$ cat src/irt_pkg.sv
`timescale 1ns / 1ps
// ----------------------------------------------------------------------------
// Interval reservation table package
// Shared constants and types: request opcodes, status codes, the table
// entry layout and the default table depth.
// ----------------------------------------------------------------------------
package irt_pkg;

  // Default number of table entries.
  localparam int DEFAULT_ENTRIES = 16;

  // Field widths.
  localparam int TIME_W   = 16;
  localparam int STATUS_W = 3;

  // Request opcodes.
  localparam logic OP_BOOK   = 1'b0;
  localparam logic OP_CANCEL = 1'b1;

  // Result status codes.
  localparam logic [STATUS_W-1:0] ST_BOOKED    = 3'd0;
  localparam logic [STATUS_W-1:0] ST_CONFLICT  = 3'd1;
  localparam logic [STATUS_W-1:0] ST_FULL      = 3'd2;
  localparam logic [STATUS_W-1:0] ST_INVALID   = 3'd3;
  localparam logic [STATUS_W-1:0] ST_CANCELLED = 3'd4;
  localparam logic [STATUS_W-1:0] ST_NOTFOUND  = 3'd5;

  // One table entry as held in the entry memory.
  typedef struct packed {
    logic              valid;
    logic [TIME_W-1:0] start;
    logic [TIME_W-1:0] stop;
  } entry_t;

endpackage

$ cat src/irt_if.sv
`timescale 1ns / 1ps
// ----------------------------------------------------------------------------
// Interval reservation table channels
// Valid/ready channel interfaces for requests and status results.
// ----------------------------------------------------------------------------

// Request channel: opcode and interval bounds.
interface irt_in_if;
  logic                        valid;
  logic                        ready;
  logic                        op;
  logic [irt_pkg::TIME_W-1:0]  interval_start;
  logic [irt_pkg::TIME_W-1:0]  interval_end;

  modport source (output valid, output op, output interval_start,
                  output interval_end, input ready);
  modport sink   (input valid, input op, input interval_start,
                  input interval_end, output ready);
endinterface

// Result channel: one status per request.
interface irt_out_if;
  logic                          valid;
  logic                          ready;
  logic [irt_pkg::STATUS_W-1:0]  status;

  modport source (output valid, output status, input ready);
  modport sink   (input valid, input status, output ready);
endinterface

$ cat src/interval_reservation_table_core.sv
`timescale 1ns / 1ps
// ----------------------------------------------------------------------------
// Interval reservation table core
// Holds up to ENTRIES disjoint half-open intervals and answers book and
// cancel requests with one status each.
// ----------------------------------------------------------------------------
// After reset the block sweeps its entry memory once, one entry per cycle,
// and accepts no request until that sweep is done. For each request one
// comparator walks the entry memory, which has separate write and read
// ports, one entry per cycle to test overlap or find the matching start;
// each entry comes back through the registered read port, and a result
// state then hands the status to the output register once it is free or taken.
// An overlap or a matching cancel ends the walk at that entry. A book request
// with start not below end skips the walk and goes straight to the result
// state. A new request is taken only once the previous status has moved to
// the output register, and is taken while that status still waits there.
module interval_reservation_table_core #(
  parameter int ENTRIES = irt_pkg::DEFAULT_ENTRIES
) (
  input  logic            clk,
  input  logic            rst_n,
  irt_in_if.sink          in_req,
  irt_out_if.source       out_rsp
);

  localparam int IW = (ENTRIES > 1) ? $clog2(ENTRIES) : 1;
  localparam logic [IW-1:0] LAST = IW'(ENTRIES - 1);

  typedef enum logic [3:0] {
    S_CLEAR = 4'b0001,
    S_IDLE  = 4'b0010,
    S_SCAN  = 4'b0100,
    S_RESP  = 4'b1000
  } state_t;

  state_t                          state_r, state_nxt;
  logic [IW-1:0]                   rd_idx_r, rd_idx_nxt;
  logic                            rd_busy_r, rd_busy_nxt;
  logic                            cmp_vld_r, cmp_vld_nxt;
  logic [IW-1:0]                   cmp_idx_r, cmp_idx_nxt;
  logic                            free_found_r, free_found_nxt;
  logic [IW-1:0]                   free_slot_r, free_slot_nxt;
  logic                            op_r, op_nxt;
  logic [irt_pkg::TIME_W-1:0]      start_r, start_nxt;
  logic [irt_pkg::TIME_W-1:0]      end_r, end_nxt;
  logic [irt_pkg::STATUS_W-1:0]    status_r, status_nxt;
  logic                            out_valid_r, out_valid_nxt;
  logic [irt_pkg::STATUS_W-1:0]    out_status_r, out_status_nxt;

  // Entry memory with one write and one registered read port.
  irt_pkg::entry_t                 mem_r [ENTRIES];
  irt_pkg::entry_t                 rd_data_r;
  logic                            rd_en;
  logic                            wr_en;
  logic [IW-1:0]                   wr_addr;
  irt_pkg::entry_t                 wr_data;

  logic                            in_xfer;
  logic                            overlap;
  logic                            start_hit;
  logic                            free_here;
  logic [IW-1:0]                   slot_sel;

  assign in_req.ready  = (state_r == S_IDLE);
  assign in_xfer       = in_req.valid && in_req.ready;
  assign out_rsp.valid = out_valid_r;
  assign out_rsp.status = out_status_r;

  // Shared comparator against the entry read last cycle.
  assign overlap   = rd_data_r.valid && (start_r < rd_data_r.stop) &&
                     (end_r > rd_data_r.start);
  assign start_hit = rd_data_r.valid && (rd_data_r.start == start_r);
  assign free_here = !rd_data_r.valid;
  assign slot_sel  = free_found_r ? free_slot_r : cmp_idx_r;

  // Sequencer: clearing sweep, request capture, scan and result hand-off.
  always_comb begin
    state_nxt      = state_r;
    rd_idx_nxt     = rd_idx_r;
    rd_busy_nxt    = rd_busy_r;
    cmp_vld_nxt    = 1'b0;
    cmp_idx_nxt    = cmp_idx_r;
    free_found_nxt = free_found_r;
    free_slot_nxt  = free_slot_r;
    op_nxt         = op_r;
    start_nxt      = start_r;
    end_nxt        = end_r;
    status_nxt     = status_r;
    out_valid_nxt  = out_valid_r;
    out_status_nxt = out_status_r;
    rd_en          = 1'b0;
    wr_en          = 1'b0;
    wr_addr        = rd_idx_r;
    wr_data        = '0;

    // The output register drains independently of the sequencer.
    if (out_valid_r && out_rsp.ready) begin
      out_valid_nxt = 1'b0;
    end

    case (state_r)
      S_CLEAR: begin
        wr_en = 1'b1;
        if (rd_idx_r == LAST) begin
          rd_idx_nxt = '0;
          state_nxt  = S_IDLE;
        end else begin
          rd_idx_nxt = rd_idx_r + 1'b1;
        end
      end

      S_IDLE: begin
        if (in_xfer) begin
          op_nxt         = in_req.op;
          start_nxt      = in_req.interval_start;
          end_nxt        = in_req.interval_end;
          rd_idx_nxt     = '0;
          rd_busy_nxt    = 1'b1;
          free_found_nxt = 1'b0;
          if (in_req.op == irt_pkg::OP_BOOK &&
              in_req.interval_start >= in_req.interval_end) begin
            status_nxt = irt_pkg::ST_INVALID;
            state_nxt  = S_RESP;
          end else begin
            state_nxt = S_SCAN;
          end
        end
      end

      S_SCAN: begin
        // Issue the next read while entries remain.
        if (rd_busy_r) begin
          rd_en       = 1'b1;
          cmp_vld_nxt = 1'b1;
          cmp_idx_nxt = rd_idx_r;
          if (rd_idx_r == LAST) begin
            rd_busy_nxt = 1'b0;
          end else begin
            rd_idx_nxt = rd_idx_r + 1'b1;
          end
        end
        // Check the entry that came back from memory.
        if (cmp_vld_r) begin
          if (op_r == irt_pkg::OP_CANCEL) begin
            if (start_hit) begin
              wr_en      = 1'b1;
              wr_addr    = cmp_idx_r;
              status_nxt = irt_pkg::ST_CANCELLED;
              state_nxt  = S_RESP;
            end else if (cmp_idx_r == LAST) begin
              status_nxt = irt_pkg::ST_NOTFOUND;
              state_nxt  = S_RESP;
            end
          end else begin
            if (overlap) begin
              status_nxt = irt_pkg::ST_CONFLICT;
              state_nxt  = S_RESP;
            end else begin
              if (free_here && !free_found_r) begin
                free_found_nxt = 1'b1;
                free_slot_nxt  = cmp_idx_r;
              end
              if (cmp_idx_r == LAST) begin
                state_nxt = S_RESP;
                if (free_found_r || free_here) begin
                  wr_en         = 1'b1;
                  wr_addr       = slot_sel;
                  wr_data.valid = 1'b1;
                  wr_data.start = start_r;
                  wr_data.stop  = end_r;
                  status_nxt    = irt_pkg::ST_BOOKED;
                end else begin
                  status_nxt = irt_pkg::ST_FULL;
                end
              end
            end
          end
        end
      end

      S_RESP: begin
        // Load the output register once it is free or being taken.
        if (!out_valid_r || out_rsp.ready) begin
          out_valid_nxt  = 1'b1;
          out_status_nxt = status_r;
          state_nxt      = S_IDLE;
        end
      end

      default: begin
        state_nxt = S_IDLE;
      end
    endcase
  end

  // Control registers.
  always_ff @(posedge clk) begin
    if (!rst_n) begin
      state_r      <= S_CLEAR;
      rd_idx_r     <= '0;
      rd_busy_r    <= 1'b0;
      cmp_vld_r    <= 1'b0;
      free_found_r <= 1'b0;
      out_valid_r  <= 1'b0;
    end else begin
      state_r      <= state_nxt;
      rd_idx_r     <= rd_idx_nxt;
      rd_busy_r    <= rd_busy_nxt;
      cmp_vld_r    <= cmp_vld_nxt;
      free_found_r <= free_found_nxt;
      out_valid_r  <= out_valid_nxt;
    end
  end

  // Payload registers.
  always_ff @(posedge clk) begin
    cmp_idx_r    <= cmp_idx_nxt;
    free_slot_r  <= free_slot_nxt;
    op_r         <= op_nxt;
    start_r      <= start_nxt;
    end_r        <= end_nxt;
    status_r     <= status_nxt;
    out_status_r <= out_status_nxt;
  end

  // Entry memory write port.
  always_ff @(posedge clk) begin
    if (wr_en) begin
      mem_r[wr_addr] <= wr_data;
    end
  end

  // Entry memory registered read port.
  always_ff @(posedge clk) begin
    if (rd_en) begin
      rd_data_r <= mem_r[rd_idx_r];
    end
  end

  // A transfer always leads into the scan or straight to the result.
  a_xfer_next: assert property (@(posedge clk) disable iff (!rst_n)
    in_xfer |=> (state_r == S_SCAN || state_r == S_RESP))
    else $error("request transfer did not start a scan or result");

  // A table write during the scan ends the request.
  a_write_ends: assert property (@(posedge clk) disable iff (!rst_n)
    (wr_en && state_r == S_SCAN) |=> (state_r == S_RESP))
    else $error("table written without finishing the request");

  // A loaded result carries a defined status code.
  a_status_code: assert property (@(posedge clk) disable iff (!rst_n)
    out_valid_r |-> (out_status_r <= irt_pkg::ST_NOTFOUND))
    else $error("result holds an undefined status code");

  // A booked status only follows a book request.
  a_booked_op: assert property (@(posedge clk) disable iff (!rst_n)
    (state_r == S_RESP && status_r == irt_pkg::ST_BOOKED) |-> (op_r == irt_pkg::OP_BOOK))
    else $error("booked status for a cancel request");

endmodule
$ cat src/flat_wrapper.sv
// flat-port wrapper written by rule: the top's interface ports become plain ports
module interval_reservation_table_core_flat 
#(
  parameter int ENTRIES = irt_pkg::DEFAULT_ENTRIES
)
  (clk, rst_n, in_req_valid, in_req_op, in_req_interval_start, in_req_interval_end, in_req_ready, out_rsp_valid, out_rsp_status, out_rsp_ready);
  irt_in_if in_req_i ();
  irt_out_if out_rsp_i ();
  input  logic clk;
  input  logic rst_n;
  input wire logic [$bits(in_req_i.valid)-1:0] in_req_valid;
  input wire logic [$bits(in_req_i.op)-1:0] in_req_op;
  input wire logic [$bits(in_req_i.interval_start)-1:0] in_req_interval_start;
  input wire logic [$bits(in_req_i.interval_end)-1:0] in_req_interval_end;
  output wire logic [$bits(in_req_i.ready)-1:0] in_req_ready;
  output wire logic [$bits(out_rsp_i.valid)-1:0] out_rsp_valid;
  output wire logic [$bits(out_rsp_i.status)-1:0] out_rsp_status;
  input wire logic [$bits(out_rsp_i.ready)-1:0] out_rsp_ready;
  assign in_req_i.valid = in_req_valid;
  assign in_req_i.op = in_req_op;
  assign in_req_i.interval_start = in_req_interval_start;
  assign in_req_i.interval_end = in_req_interval_end;
  assign in_req_ready = in_req_i.ready;
  assign out_rsp_valid = out_rsp_i.valid;
  assign out_rsp_status = out_rsp_i.status;
  assign out_rsp_i.ready = out_rsp_ready;
  interval_reservation_table_core #(.ENTRIES(ENTRIES)) u_core (.clk(clk), .rst_n(rst_n), .in_req(in_req_i), .out_rsp(out_rsp_i));
endmodule
$ cat config.mk
export PLATFORM = sky130hd
export DESIGN_NAME = interval_reservation_table_core_flat
export DESIGN_NICKNAME = d
export VERILOG_FILES = /design/src/irt_pkg.sv /design/src/irt_if.sv /design/src/interval_reservation_table_core.sv /design/src/flat_wrapper.sv
export SDC_FILE = /design/constraint.sdc
export NUM_CORES = 1
export LEC_CHECK = 0
export ABC_AREA = 1
export BUFFER_PORTS_ARGS = -buffer_cell sky130_fd_sc_hd__buf_4
export CORE_MARGIN = 2
export CORE_UTILIZATION = 45
export CTS_CLUSTER_SIZE = 30
export DETAILED_ROUTE_END_ITERATION = 8
export GPL_TIMING_DRIVEN = 0
export MAX_ROUTING_LAYER = met4
export PLACE_DENSITY_LB_ADDON = 0.1
export SETUP_SLACK_MARGIN = 0.5
export SLEW_MARGIN = 20
export SYNTH_ARGS = -nofsm -noshare
export SYNTH_HDL_FRONTEND = slang
export SYNTH_SLANG_ARGS = --single-unit
$ cat constraint.sdc
create_clock -name clk -period 4.68 [get_ports clk]
set_clock_uncertainty 0.2 [all_clocks]
set_input_delay 0.468 -clock clk [delete_from_list [all_inputs] [get_ports clk]]
set_output_delay 0.468 -clock clk [all_outputs]
set_load 0.03 [all_outputs]
==> flow_summary.json <==
{
  "status": "completed",
  "min_to": "u_core.state_r[1]$_SDFFE_PN0P_",
  "min_path_type": "input pin to flop",
  "synth-async-reset-ratio_pct": 0,
  "synthMuxAreaShare_pct": 0,
  "synth.most_common_cell": "edfxtp_1",
  "setup_violations": 0,
  "pre_cts_ws_ns": 0.0220,
  "synth_edf_count": 608,
  "coreArea_sq_um": 56400,
  "required_ns": 4.80,
  "place.gp.congestion": 0.909,
  "maxSlewHeadroom_pct": 22.9,
  "tightest_slew_ns": 1.15,
  "die-area_sq_um": 59000,
  "ys_seq_area_share_pct": 72.1,
  "path_buf_inv": 6,
  "synthTopCellsByCount": "edfxtp_1, nor2_1, o21ai_0, nand2_1, inv_1",
  "final_util_pct": 54.0,
  "clock-root-buffer": "clkbuf_16",
  "seqCellArea_sq_um": 18500,
  "ant_nets": 0,
  "min_period_ns": 4.09,
  "setup_ws_ns": 0.585,
  "numCtsBuffers": 66,
  "grt_pass1_vias": 17200,
  "drtIter0Drc": 2300,
  "grt_pass1_wl_um": 119000,
  "combPwrFrac_pct": 22.0,
  "synth_area_leaders": "edfxtp_1, o21ai_0, nor2_1",
  "r2r-end": "u_core.mem_r[11][14]$_DFFE_PP_",
  "cts_tree": "built",
  "fin_nets": 2275,
  "yosys_warnings": 0,
  "initial_core_util_pct": 45.5,
  "max_stage_delay_ns": 0.65,
  "synth_cell_types": 45,
  "intPower_mw": 10.3,
  "crit_family": "buffers and inverters",
  "clock_sinks": 620,
  "final_layout_size_suffix_gt1_share_pct": 12.2,
  "p_clk_share_pct": 34.6,
  "postSynthCellCount": 2012,
  "antenna_found_initial": 4,
  "synth_top_area_cell": "edfxtp_1",
  "cp_max_fo": 12,
  "p_sw_share_pct": 31.4,
  "grt_max_degree": 30,
  "crit_type": "flop to flop",
  "min_path_cells": 4,
  "clk_latency_ns": 0.61,
  "synth_top_family_by_area": "compound AO/OA/AOI/OAI gates",
  "fp.dieH_um": 243,
  "track_usage_pct": 28.9,
  "worstPathArrival_ns": 4.21,
  "r2r_cells": 10,
  "synthAdderAreaFrac_pct": 2.34,
  "report.final.hold_viol_count": 0,
  "drc": 0,
  "critPathCaptureType": "flop",
  "syn_area_sq_um": 25700,
  "io_buffers": 41,
  "cts.path.max_buffers": 3,
  "multi_input_area_sq_um": 6480,
  "avgViaCountPerCell": 5.90,
  "first_pass_iters": 5,
  "post_cts_buffers": 0,
  "fillers": 4768,
  "synth.avg_cell_area_sq_um": 12.8,
  "clk_pin_slew_worst_paths_ns": 0.06,
  "ios": 42,
  "synth-compound-area-share_pct": 11.9,
  "critPathSlowestCell": "clkinv_1",
  "worstPathCellList": "buf_2, clkinv_1, clkbuf_2, nand2_1, nand2_2, inv_1, nand2_2, nor2_4, buf_16, buf_16",
  "cts_max_level": 3,
  "holdCritStartpoint": "in_req_valid",
  "cp-start-kind": "flop",
  "dp_hpwl_um": 57400,
  "synth_flop_cell": "edfxtp_1",
  "p_sw_mw": 4.70,
  "crit-reg2reg-launch": "u_core.rd_idx_r[1]$_SDFFE_PN0P_",
  "wl_per_cell_um": 27.7,
  "synthXorXnorAreaFrac_pct": 0.171,
  "wirelength_um": 82800,
  "powerDensity_nw_per_um2": 492,
  "fin_hold_ws_ns": 0.0649,
  "rsz0062_at_grt": "true",
  "synth_top_area_share_pct": 71.1,
  "yosys.area_share.simple_pct": 9.82,
  "row_count": 87,
  "p_seq_share_pct": 43.4,
  "synth_nets": 2097,
  "ir_drop_mv": 0.279,
  "p_leak_nw": 10.2,
  "period_share_pct": 87.5,
  "ys_ff_latch": 620,
  "drv_slew": 0,
  "die_x_um": 243,
  "rrSetupSlack_ns": 0.59,
  "syn_to_final_growth_pct": 18.6,
  "vias": 17600,
  "timing.fmax_mhz": 244,
  "grt.overflow.total": 0,
  "drv_cap": 0
}
## metal layers
| metal | up-vias | global-route usage, % | share of wire [%] |
|---|---|---|---|
| met5 | - | - | 0 |
| met4 | 0 | 11.3 | 3.8 |
| met3 | 166 | 4.91 | 8.6 |
| met2 | 879 | 44.8 | 47 |
| met1 | 8815 | 38.2 | 41 |
| li1 | 7781 | - | - |
## registers in the layout, indices dropped and copies added (netlist names), 3 cells and up
signal / flops
u_core.end_r: 16
u_core.mem_r: 528
u_core.status_r: 3
u_core.free_slot_r: 4
u_core.start_r: 16
u_core.rd_idx_r: 4
u_core.cmp_idx_r: 4
u_core.out_rsp.status: 3
u_core.rd_data_r: 33
u_core.state_r: 4
## cell families after synthesis
family                     after synthesis
DFF                                    620
and+or+nand+nor                        599
buffers and inverters                  238
adders and majority gates               48
xor gates and xnor gates                 5
AOI/OAI and AO/OA                      502
## worst register-to-register path, stage by stage, from the launching register on
cell      delay [ns]
dfxtp_1         0.36
buf_2           0.40
clkinv_1        0.65
clkbuf_2        0.59
nand2_1         0.20
nand2_2         0.10
inv_1           0.11
nand2_2         0.15
nor2_4          0.58
buf_16          0.26
buf_16          0.18
## metrics by stage
stage	setup TNS (ns)	instance area [sq um]	cells	power [mW]
after CTS	0	30400	2990	14.9
after floorplan	0	25700	2012	8.23
after global placement	-874.88	26900	2809	9.62
after detailed placement	0	27900	2843	9.81
final	0	30400	2991	15.0
after global routing	0	30400	2991	15.4
## worst max-delay path by stage
stage | from | end | slack, ns | cells after the start
after floorplan | u_core.rd_data_r[19]$_DFFE_PP_ | u_core.mem_r[6][0]$_DFFE_PP_ | 0.83 | 16
after global placement | u_core.rd_idx_r[1]$_SDFFE_PN0P_ | u_core.mem_r[10][12]$_DFFE_PP_ | -2.08 | 8
after detailed placement | u_core.end_r[11]$_DFFE_PP_ | u_core.mem_r[0][27]$_DFFE_PP_ | 0.02 | 14
after CTS | u_core.end_r[11]$_DFFE_PP_ | u_core.mem_r[8][31]$_DFFE_PP_ | 0.51 | 14
after global routing | u_core.end_r[11]$_DFFE_PP_ | u_core.mem_r[8][0]$_DFFE_PP_ | 0.44 | 13
final | u_core.rd_idx_r[1]$_SDFFE_PN0P_ | u_core.mem_r[11][14]$_DFFE_PP_ | 0.59 | 10
## power by group through the flow
stage               Sequential (mW)  Clock, mW  Combinational [mW]
global placement               6.65          0                2.97
detailed placement             6.61          0                3.20
CTS                            6.49       5.22                3.24
floorplan                      6.60          0                1.63
global route                   6.51       5.43                3.50
finish                         6.49       5.17                3.30
## placed cells by master, fill, tap and decap left out, types with 7 or more instances in the layout
master,instances
inv_1,114
clkbuf_16,67
buf_16,20
buf_12,13
clkbuf_1,98
bufinv_16,7
dlygate4sd3_1,35
nand2_1,149
dfxtp_1,12
edfxtp_1,608
o211ai_1,43
nor2_2,17
nor2_1,313
nor2_4,32
o22ai_1,46
clkinv_1,15
clkinv_2,10
o221ai_1,90
buf_4,42
nand4_1,14
o21ai_0,279
nand3_1,46
buf_2,19
a21oi_1,30
ha_1,48
## layout make-up
cell class              count  share of cell area, %
flip-flops and latches    620                   60.8
inverters                 125                   1.56
clock inverters            36                   1.22
well taps                 756                   3.11
diodes                      1                0.00822
clock buffers              76                   5.62
plain buffers             113                   1.56
multi-input cells        1154                   21.3
repair buffers            110                   4.88
## timing repair
action / 4_1_cts / 5_1_grt
gates resized for setup: 6 / 14
endpoints found under the setup margin: 432 / 226
hold buffers: 35 / 0
gates cloned: 0 / 0
hold endpoints to repair: 38 / 0
No activity file was read; power rests on OpenSTA's default activity.
